`src/rtl/dsld_pkg.sv`:
```
// Shared types and constants for the lax DER signature decoder.
`timescale 1ns / 1ps
`default_nettype none
package dsld_pkg;
  localparam logic [7:0] TAG_SEQUENCE = 8'h30;
  localparam logic [7:0] TAG_INTEGER  = 8'h02;
  localparam logic [7:0] LONG_FORM    = 8'h80;
  localparam int STRICT_MAX  = 72;
  localparam int STRICT_MIN  = 8;
  localparam int VALUE_BYTES = 32;
  localparam int LIMBS       = 4;

  localparam logic [3:0] PH_SEQ_TAG  = 4'd0;
  localparam logic [3:0] PH_SEQ_LEN  = 4'd1;
  localparam logic [3:0] PH_SEQ_SKIP = 4'd2;
  localparam logic [3:0] PH_R_TAG    = 4'd3;
  localparam logic [3:0] PH_R_LEN    = 4'd4;
  localparam logic [3:0] PH_R_LONG   = 4'd5;
  localparam logic [3:0] PH_R_VAL    = 4'd6;
  localparam logic [3:0] PH_S_TAG    = 4'd7;
  localparam logic [3:0] PH_S_LEN    = 4'd8;
  localparam logic [3:0] PH_S_LONG   = 4'd9;
  localparam logic [3:0] PH_S_VAL    = 4'd10;
  localparam logic [3:0] PH_DONE     = 4'd11;

  localparam logic [255:0] GROUP_ORDER =
    256'hFFFFFFFFFFFFFFFFFFFFFFFFFFFFFFFEBAAEDCE6AF48A03BBFD25E8CD0364141;

  // Summary of one closed signature handed from the parser to the emitter.
  typedef struct packed {
    logic [255:0] r;
    logic [255:0] s;
    logic         rejected;
    logic         zeroed;
  } sig_result_t;
endpackage
`default_nettype wire

```
`src/rtl/der_signature_lax_decoder.sv`:
```
// Top level of the lax DER ECDSA signature decoder.
//
// Input channel (in_valid/in_ready) takes one signature byte per word with
// last_byte, no_bytes and strict (strict is sampled on the first byte).
// Bytes are taken one per cycle while in_ready is high; the parser tracks
// the DER structure as they arrive.
// When a signature closes, its summary passes a close-check register, then
// a result register, then a two-entry queue in the emitter. The output
// channel (out_valid/out_ready) sends eight words: r limbs 0-3 then s limbs
// 0-3, least significant limb first, with status and value_zeroed.
// Each signature needs eight output words, which is the limit when
// signatures are short. A stalled receiver fills the queue, then the
// result register, then the close-check register on the next close, and
// then holds in_ready low.
// Reset (rst, synchronous) clears the parse state and empties the queue.
`timescale 1ns / 1ps
`default_nettype none
module der_signature_lax_decoder #(
  parameter int COUNT_BITS = 16
) (
  input  wire logic        clk,
  input  wire logic        rst,
  input  wire logic        in_valid,
  output logic             in_ready,
  input  wire logic [7:0]  sig_byte,
  input  wire logic        last_byte,
  input  wire logic        no_bytes,
  input  wire logic        strict,
  output logic             out_valid,
  input  wire logic        out_ready,
  output logic [63:0]      value_word,
  output logic [2:0]       word_index,
  output logic             status,
  output logic             value_zeroed,
  output logic             last_word
);
  logic res_valid, res_ready;
  dsld_pkg::sig_result_t res;

  dsld_parser #(.COUNT_BITS(COUNT_BITS)) u_parser (
    .clk, .rst, .in_valid, .in_ready, .sig_byte, .last_byte, .no_bytes, .strict,
    .res_valid, .res_ready, .res
  );

  dsld_emitter u_emitter (
    .clk, .rst, .res_valid, .res_ready, .res,
    .out_valid, .out_ready, .value_word, .word_index, .status, .value_zeroed, .last_word
  );
endmodule
`default_nettype wire

```
`src/rtl/dsld_parser.sv`:
```
// Front end: byte-serial lax/strict DER parse, emits one summary per signature.
`timescale 1ns / 1ps
`default_nettype none
module dsld_parser #(
  parameter int COUNT_BITS = 16
) (
  input  wire logic              clk,
  input  wire logic              rst,
  input  wire logic              in_valid,
  output logic                   in_ready,
  input  wire logic [7:0]        sig_byte,
  input  wire logic              last_byte,
  input  wire logic              no_bytes,
  input  wire logic              strict,
  output logic                   res_valid,
  input  wire logic              res_ready,
  output dsld_pkg::sig_result_t  res
);
  logic [3:0]            phase, phase_next;
  logic [COUNT_BITS-1:0] byte_count, byte_count_next;
  logic [63:0]           field_rem, field_rem_next;
  logic [6:0]            len_left, len_left_next;
  logic [255:0]          r_val, r_val_next, s_val, s_val_next;
  logic [5:0]            r_sig, r_sig_next, s_sig, s_sig_next;
  logic                  strict_act, strict_act_next;
  logic [7:0]            sl0, sl1, sl2, sl3;
  logic [7:0]            sl0_next, sl1_next, sl2_next, sl3_next;
  logic                  failed, failed_next;
  // Close-time checks are split into a second stage to keep paths short.
  logic                  cl_valid;
  logic                  cl_pre_rej, cl_strict;
  logic [COUNT_BITS-1:0] cl_n;
  logic [7:0]            cl_l0, cl_lr, cl_ls;
  logic [255:0]          cl_r, cl_s;
  logic                  cl_ovf;

  localparam logic [COUNT_BITS-1:0] COUNT_MAX = {COUNT_BITS{1'b1}};

  logic accept, close, cl_adv, res_take;
  assign res_take = res_valid && res_ready;
  assign cl_adv   = cl_valid && (!res_valid || res_ready);
  assign in_ready = !cl_valid || cl_adv;
  assign accept   = in_valid && in_ready;
  assign close    = accept && (last_byte || no_bytes);

  logic [63:0] p;
  logic [63:0] lr64;
  logic        act;
  logic        is_s;
  logic [63:0] fr_shift;

  always_comb begin
    phase_next = phase; byte_count_next = byte_count; field_rem_next = field_rem;
    len_left_next = len_left; r_val_next = r_val; s_val_next = s_val;
    r_sig_next = r_sig; s_sig_next = s_sig; strict_act_next = strict_act;
    sl0_next = sl0; sl1_next = sl1; sl2_next = sl2; sl3_next = sl3;
    failed_next = failed;
    p = 64'(byte_count);
    lr64 = {56'd0, sl1};
    act = strict_act;
    is_s = (phase >= dsld_pkg::PH_S_TAG);
    fr_shift = {field_rem[55:0], sig_byte};
    if (accept && !no_bytes) begin
      if (byte_count == '0) begin
        act = strict;
        strict_act_next = strict;
      end
      if (!failed) begin
        case (phase)
          dsld_pkg::PH_SEQ_TAG: begin
            if (sig_byte != dsld_pkg::TAG_SEQUENCE) failed_next = 1'b1;
            else phase_next = dsld_pkg::PH_SEQ_LEN;
          end
          dsld_pkg::PH_SEQ_LEN: begin
            if (sig_byte[7] && sig_byte[6:0] != 7'd0) begin
              len_left_next = sig_byte[6:0];
              phase_next = dsld_pkg::PH_SEQ_SKIP;
            end else phase_next = dsld_pkg::PH_R_TAG;
          end
          dsld_pkg::PH_SEQ_SKIP: begin
            len_left_next = len_left - 7'd1;
            if (len_left == 7'd1) phase_next = dsld_pkg::PH_R_TAG;
          end
          dsld_pkg::PH_R_TAG, dsld_pkg::PH_S_TAG: begin
            if (sig_byte != dsld_pkg::TAG_INTEGER) failed_next = 1'b1;
            else phase_next = phase + 4'd1;
          end
          dsld_pkg::PH_R_LEN, dsld_pkg::PH_S_LEN: begin
            if (sig_byte[7] && sig_byte[6:0] != 7'd0) begin
              len_left_next = sig_byte[6:0];
              field_rem_next = '0;
              phase_next = phase + 4'd1;
            end else if (sig_byte[7] || sig_byte == 8'd0) begin
              phase_next = is_s ? dsld_pkg::PH_DONE : dsld_pkg::PH_S_TAG;
            end else begin
              field_rem_next = {56'd0, sig_byte};
              phase_next = is_s ? dsld_pkg::PH_S_VAL : dsld_pkg::PH_R_VAL;
            end
          end
          dsld_pkg::PH_R_LONG, dsld_pkg::PH_S_LONG: begin
            if (field_rem == '0 && sig_byte != 8'd0 && len_left >= 7'd8) begin
              failed_next = 1'b1;
            end else begin
              field_rem_next = fr_shift;
              len_left_next = len_left - 7'd1;
              if (len_left == 7'd1) begin
                if (fr_shift == '0)
                  phase_next = is_s ? dsld_pkg::PH_DONE : dsld_pkg::PH_S_TAG;
                else
                  phase_next = is_s ? dsld_pkg::PH_S_VAL : dsld_pkg::PH_R_VAL;
              end
            end
          end
          dsld_pkg::PH_R_VAL: begin
            if (!(r_sig == 6'd0 && sig_byte == 8'd0)) begin
              if (r_sig < 6'(dsld_pkg::VALUE_BYTES)) r_val_next = {r_val[247:0], sig_byte};
              if (r_sig < 6'(dsld_pkg::VALUE_BYTES + 1)) r_sig_next = r_sig + 6'd1;
            end
            field_rem_next = field_rem - 64'd1;
            if (field_rem == 64'd1) phase_next = dsld_pkg::PH_S_TAG;
          end
          dsld_pkg::PH_S_VAL: begin
            if (!(s_sig == 6'd0 && sig_byte == 8'd0)) begin
              if (s_sig < 6'(dsld_pkg::VALUE_BYTES)) s_val_next = {s_val[247:0], sig_byte};
              if (s_sig < 6'(dsld_pkg::VALUE_BYTES + 1)) s_sig_next = s_sig + 6'd1;
            end
            field_rem_next = field_rem - 64'd1;
            if (field_rem == 64'd1) phase_next = dsld_pkg::PH_DONE;
          end
          default: ;
        endcase
        // Strict checks see the byte position before this byte counts.
        if (act && !failed_next) begin
          if (p == 64'd1) sl0_next = sig_byte;
          if (p == 64'd2 && sig_byte != dsld_pkg::TAG_INTEGER) failed_next = 1'b1;
          if (p == 64'd3) begin
            sl1_next = sig_byte;
            if (sig_byte == 8'd0) failed_next = 1'b1;
          end
          if (p >= 64'd4) begin
            if (p == 64'd4) begin
              if (sig_byte[7]) failed_next = 1'b1;
              sl3_next = sig_byte;
            end
            if (p == 64'd5 && lr64 > 64'd1 && sl3 == 8'd0 && !sig_byte[7])
              failed_next = 1'b1;
            if (p == 64'd4 + lr64 && sig_byte != dsld_pkg::TAG_INTEGER) failed_next = 1'b1;
            if (p == 64'd5 + lr64) begin
              sl2_next = sig_byte;
              if (sig_byte == 8'd0) failed_next = 1'b1;
            end
            if (p == 64'd6 + lr64) begin
              if (sig_byte[7]) failed_next = 1'b1;
              sl3_next = sig_byte;
            end
            if (p == 64'd7 + lr64 && sl2 > 8'd1 && sl3 == 8'd0 && !sig_byte[7])
              failed_next = 1'b1;
          end
        end
      end
      if (byte_count != COUNT_MAX) byte_count_next = byte_count + 1'b1;
    end
  end

  always_ff @(posedge clk) begin
    if (rst || close) begin
      phase <= dsld_pkg::PH_SEQ_TAG; byte_count <= '0; field_rem <= '0; len_left <= '0;
      r_val <= '0; s_val <= '0; r_sig <= '0; s_sig <= '0; strict_act <= 1'b0;
      sl0 <= '0; sl1 <= '0; sl2 <= '0; sl3 <= '0; failed <= 1'b0;
    end else begin
      phase <= phase_next; byte_count <= byte_count_next; field_rem <= field_rem_next;
      len_left <= len_left_next; r_val <= r_val_next; s_val <= s_val_next;
      r_sig <= r_sig_next; s_sig <= s_sig_next; strict_act <= strict_act_next;
      sl0 <= sl0_next; sl1 <= sl1_next; sl2 <= sl2_next; sl3 <= sl3_next;
      failed <= failed_next;
    end
  end

  // Latch the closed signature.
  always_ff @(posedge clk) begin
    if (rst) cl_valid <= 1'b0;
    else if (close) cl_valid <= 1'b1;
    else if (cl_adv) cl_valid <= 1'b0;
    if (close) begin
      cl_pre_rej <= failed_next || byte_count_next == '0 || phase_next != dsld_pkg::PH_DONE;
      cl_strict  <= strict_act_next;
      cl_n  <= byte_count_next;
      cl_l0 <= sl0_next; cl_lr <= sl1_next; cl_ls <= sl2_next;
      cl_r  <= r_val_next; cl_s <= s_val_next;
      cl_ovf <= r_sig_next > 6'(dsld_pkg::VALUE_BYTES) ||
                s_sig_next > 6'(dsld_pkg::VALUE_BYTES);
    end
  end

  logic [COUNT_BITS+1:0] n_w;
  logic                  strict_ok, rej, zer;
  always_comb begin
    n_w = (COUNT_BITS+2)'(cl_n);
    strict_ok = !(n_w < (COUNT_BITS+2)'(dsld_pkg::STRICT_MIN) ||
                  n_w > (COUNT_BITS+2)'(dsld_pkg::STRICT_MAX)) &&
                ((COUNT_BITS+2)'(cl_l0) + (COUNT_BITS+2)'(2) == n_w) &&
                ((COUNT_BITS+2)'(cl_lr) + (COUNT_BITS+2)'(5) < n_w) &&
                ((COUNT_BITS+2)'(cl_lr) + (COUNT_BITS+2)'(cl_ls) +
                 (COUNT_BITS+2)'(6) == n_w);
    rej = cl_pre_rej || (cl_strict && !strict_ok);
    zer = !rej && (cl_ovf || cl_r == '0 || cl_s == '0 ||
                   cl_r >= dsld_pkg::GROUP_ORDER || cl_s >= dsld_pkg::GROUP_ORDER);
  end

  always_ff @(posedge clk) begin
    if (rst) res_valid <= 1'b0;
    else if (cl_adv) res_valid <= 1'b1;
    else if (res_take) res_valid <= 1'b0;
    if (cl_adv) begin
      res.rejected <= rej;
      res.zeroed   <= zer;
      res.r <= (rej || zer) ? '0 : cl_r;
      res.s <= (rej || zer) ? '0 : cl_s;
    end
  end
endmodule
`default_nettype wire

```
`src/rtl/dsld_emitter.sv`:
```
// Back end: a two-entry summary queue and the eight-word output sequencer.
`timescale 1ns / 1ps
`default_nettype none
module dsld_emitter (
  input  wire logic              clk,
  input  wire logic              rst,
  input  wire logic              res_valid,
  output logic                   res_ready,
  input  wire dsld_pkg::sig_result_t res,
  output logic                   out_valid,
  input  wire logic              out_ready,
  output logic [63:0]            value_word,
  output logic [2:0]             word_index,
  output logic                   status,
  output logic                   value_zeroed,
  output logic                   last_word
);
  dsld_pkg::sig_result_t q [2];
  logic       wp, rp;
  logic [1:0] cnt;
  logic [2:0] idx;
  logic       push, pop, take;
  dsld_pkg::sig_result_t h;

  assign res_ready = cnt != 2'd2;
  assign push = res_valid && res_ready;
  assign take = out_valid && out_ready;
  assign pop  = take && idx == 3'd7;
  assign out_valid = cnt != 2'd0;
  assign h = q[rp];

  always_ff @(posedge clk) begin
    if (push) q[wp] <= res;
    if (rst) begin
      wp <= 1'b0; rp <= 1'b0; cnt <= 2'd0; idx <= 3'd0;
    end else begin
      if (push) wp <= ~wp;
      if (pop) rp <= ~rp;
      cnt <= cnt + {1'b0, push} - {1'b0, pop};
      if (take) idx <= idx + 3'd1;
    end
  end

  always_comb begin
    case (idx[1:0])
      2'd0: value_word = idx[2] ? h.s[63:0]    : h.r[63:0];
      2'd1: value_word = idx[2] ? h.s[127:64]  : h.r[127:64];
      2'd2: value_word = idx[2] ? h.s[191:128] : h.r[191:128];
      default: value_word = idx[2] ? h.s[255:192] : h.r[255:192];
    endcase
  end
  assign word_index   = idx;
  assign status       = h.rejected;
  assign value_zeroed = h.zeroed;
  assign last_word    = idx == 3'd7;
endmodule
`default_nettype wire

```
`config.mk`:
```
export PLATFORM = sky130hd
export DESIGN_NAME = der_signature_lax_decoder
export DESIGN_NICKNAME = d
export VERILOG_FILES = /design/src/rtl/dsld_pkg.sv /design/src/rtl/der_signature_lax_decoder.sv /design/src/rtl/dsld_parser.sv /design/src/rtl/dsld_emitter.sv
export SDC_FILE = /design/constraint.sdc
export NUM_CORES = 2
export LEC_CHECK = 0
export BUFFER_PORTS_ARGS = -buffer_cell sky130_fd_sc_hd__buf_2
export CORE_UTILIZATION = 50
export DETAILED_ROUTE_END_ITERATION = 12
export HOLD_SLACK_MARGIN = 0.15
export PLACE_DENSITY = 0.65
export SYNTH_ARGS = -nofsm -noshare
export SYNTH_HDL_FRONTEND = slang
export SYNTH_SLANG_ARGS = --single-unit
```
`constraint.sdc`:
```
create_clock -name clk -period 36.8 [get_ports clk]
set_input_delay 5.52 -clock clk [delete_from_list [all_inputs] [get_ports clk]]
set_output_delay 5.52 -clock clk [all_outputs]
set_load 0.01 [all_outputs]
```
==> flow_summary.ini <==
[logic_synthesis]
avgSynthCellArea_sq_um = 16.2
syn-num-nets = 6906
ys_seq_area_share_pct = 68.9
synth_seq_cells = 2756
ys.flop_type = edfxtp_1
synthDistinctLibCells = 84
async_flop_share_pct = 0
syn-cell-area_sq_um = 111000
netlist_instances = 6835
ys_warn_count = 0
synth-edff-count = 2097

[timing]
tightestPinTransition_ps = 1290
finalCriticalPeriod_ps = 11890
setup_viol = 0
max_freq_mhz = 84.1
slew_headroom_pct = 13.5
report.final.hold_viol_count = 0
whs_ps = 413
drv_slew = 0
fin_setup_tns_ps = 0
rsz0062_at_grt = no
finClkSkew_ps = 61.6
finalCritPeriodShare_pct = 32.3

[placement]
hpwlAfterDp_um = 216000
place.port_buffers = 86
place_inst = 9575
gp_congestion = 0.889

[global_route]
antenna_found_initial = 51
grt_max_degree = 210
overflow = 0
grt_pass1_wl_um = 442000
grt_pass1_vias = 60600
grtUsageTotal_pct = 27.7

[finish]
final_core_util_pct = 56.1
area_delta_synth_final_pct = 11.5
nets = 6987
final_cells = 10100
drive_gt1_share_pct = 26.1

[worst_setup_path]
crit_chain = buf_4 -> buf_4 -> buf_4 -> buf_4 -> mux4_2 -> a222oi_1 -> o21ai_0 -> buf_2
startpoint_type = flop
r2r-start = u_parser.cl_s[192]
end_kind = primary output
cp.required_ps = 31280
critPathKind = flop to primary output
cp_slowest_stage_delay_ps = 820
critical_path.most_common_cell = buf_4
crit_arrival_ps = 6370
critPathSlowestCell = buf_4
worstPathMaxFanout = 42

[floorplan]
row_count = 172
initial_core_util_pct = 50.3
die_area_sq_um = 223000
top_level_ports = 87
fp.dieH_um = 472
chipWidth_um = 472
core_sq_um = 220000

[route]
drt-total-wl_um = 313000
ant_nets = 0
drt_pass1_iterations = 7
vias = 62800
first_iter_violations = 7840
drc_errors = 0
wire_per_inst_um = 30.9
via_per_inst = 6.20

[min_path]
min_from = u_parser.res[94]
hold_path.class = flop to flop

[run_status]
status = complete, no violations

[clock_tree]
hold_buffers = 0
insertion_delay_ps = 950
cts_max_level = 5
root_buffer = clkbuf_16
cts-buffers-inserted = 297
cts.repair.resized = 0
path_clk_slew_ps = 60
cts.path.max_buffers = 4
numClockSinks = 2756
post_cts_buffers = 0
cts_tree = yes

[power_and_ir_drop]
power_mw = 6.53
seqPwrFrac_pct = 52.7
p_leak_nw = 41.3
powerDensity_nw_per_um2 = 53.0
switching_share_pct = 21.1
switchingPower_mw = 1.38
p_comb_share_pct = 2.6
p_clk_share_pct = 44.7
ir_drop_uv = 54.5
internal-power_mw = 5.16

[flow_run]
max_cap_viol_count = 0
[state kept, by name, summed over array words and instances, names as in the netlist, 16 cells and up, named ones only]
register,count
u_emitter.q,1028
u_parser.byte_count,16
u_parser.cl_n,16
u_parser.cl_r,256
u_parser.cl_s,256
u_parser.field_rem,64
u_parser.r_val,256
u_parser.res,514
u_parser.s_val,256
[synth_stat cells (9+ instances only)]
library cell | n | area share [%]
nand2b_1 | 14 | 0.079
nand4_1 | 145 | 0.82
nand2_1 | 211 | 0.72
or4_1 | 16 | 0.11
inv_1 | 64 | 0.22
edfxtp_1 | 2097 | 57
a221oi_1 | 18 | 0.14
nor3_1 | 82 | 0.37
nor3b_2 | 420 | 4.8
buf_1 | 49 | 0.17
o2111ai_1 | 11 | 0.087
a31oi_1 | 14 | 0.079
a222oi_1 | 64 | 0.58
buf_2 | 92 | 0.42
dfxtp_1 | 659 | 12
buf_6 | 49 | 0.50
nor2b_1 | 21 | 0.12
o21ai_0 | 177 | 0.80
mux2_2 | 541 | 5.5
a21oi_1 | 112 | 0.51
or3_1 | 15 | 0.085
mux4_2 | 256 | 5.2
clkbuf_1 | 208 | 0.71
nand3_1 | 70 | 0.32
and3_1 | 35 | 0.20
o31ai_1 | 13 | 0.088
a211oi_1 | 9 | 0.061
nor4_1 | 178 | 1.0
and2_1 | 563 | 3.2
a22oi_1 | 25 | 0.17
nor3b_1 | 92 | 0.62
nor2_1 | 193 | 0.66
xor2_1 | 30 | 0.24
xnor2_1 | 48 | 0.38
ha_1 | 55 | 0.62
a32o_1 | 10 | 0.091
mux2i_1 | 19 | 0.17
a211o_1 | 9 | 0.071
[placed cells by master (no fill, tap or decap), drive strengths merged, types with 11 or more instances in the layout]
cell type and n:
edfxtp 2097, dfxtp 659, and2 563, mux2 541, nor3b 512, clkbuf 399, mux4 256, nand2 213
nor2 193, buf 186, o21ai 184, nor4 182, nand4 146, a21oi 112, clkinv 84, nor3 82
inv 71, nand3 70, a222oi 64, ha 55, xnor2 48, and3 36, xor2 30, diode 28
a22oi 26, nor2b 21, bufinv 20, mux2i 19, a221oi 18, or4 17, or3 15, nand2b 14
a31oi 14, o31ai 13, a211oi 13, o2111ai 11
[per-layer routing]
metal	vias to the layer above	GRT usage [%]	part of all wire (%)
li1	26700	-	-
met1	32800	38.2	40
met2	2846	44.5	48
met3	500	4.91	8.3
met4	14	9.57	3.4
met5	-	0	0.033
[through the flow]
stage	setup WS [ps]	area (sq um)
floorplan	5150	111000
global placement	25780	114000
detailed placement	25740	114000
CTS	24740	123000
global route	24440	123000
finish	24910	123000
[logic make-up after synthesis]
kind of cell / after synthesis / synth area share, %
flip-flops: 2756 / 68.9
multiplexers: 816 / 10.9
AO/OA/AOI/OAI: 557 / 3.39
XOR/XNOR: 78 / 0.618
buffers and inverters: 468 / 2.05
adder cells (fa/ha/maj): 56 / 0.641
AND/OR/NAND/NOR: 2104 / 13.5
[worst paths after layout]
| check | end | slack, ps | depth (start not counted) |
|---|---|---|---|
| min reg2reg | u_emitter.q[1][94] | 410 | 0 |
| max reg2reg | u_parser.res[201] | 30200 | 10 |
| max | value_word[50] | 24910 | 8 |
| min | u_emitter.q[1][94] | 410 | 0 |
[power groups by stage]
stage / Sequential (mW) / Clock, mW / Combinational (mW)
after floorplan: 3.55 / 0 / 0.107
after global placement: 3.51 / 0 / 0.170
after detailed placement: 3.51 / 0 / 0.171
after CTS: 3.44 / 2.95 / 0.172
after global routing: 3.45 / 3.06 / 0.180
final: 3.44 / 2.92 / 0.170
[cell type report]
cell class | instances | area [sq um]
antenna | 28 | 70.1
clock buffer | 399 | 8280
clock inverter | 119 | 1130
fill | 17000 | 96500
inverter | 64 | 240
multi-input combinational | 3611 | 32300
sequential | 2756 | 76200
tap | 2958 | 3700
timing repair buffer | 186 | 1330
[critical path, delay by kind of cell, from the launching register on]
kind | cells | cell delay, ps
AO/OA/AOI/OAI | 2 | 800
buffers and inverters | 5 | 3030
flip-flops | 1 | 800
multiplexers | 1 | 590
Power figures use the tool's default switching activity.
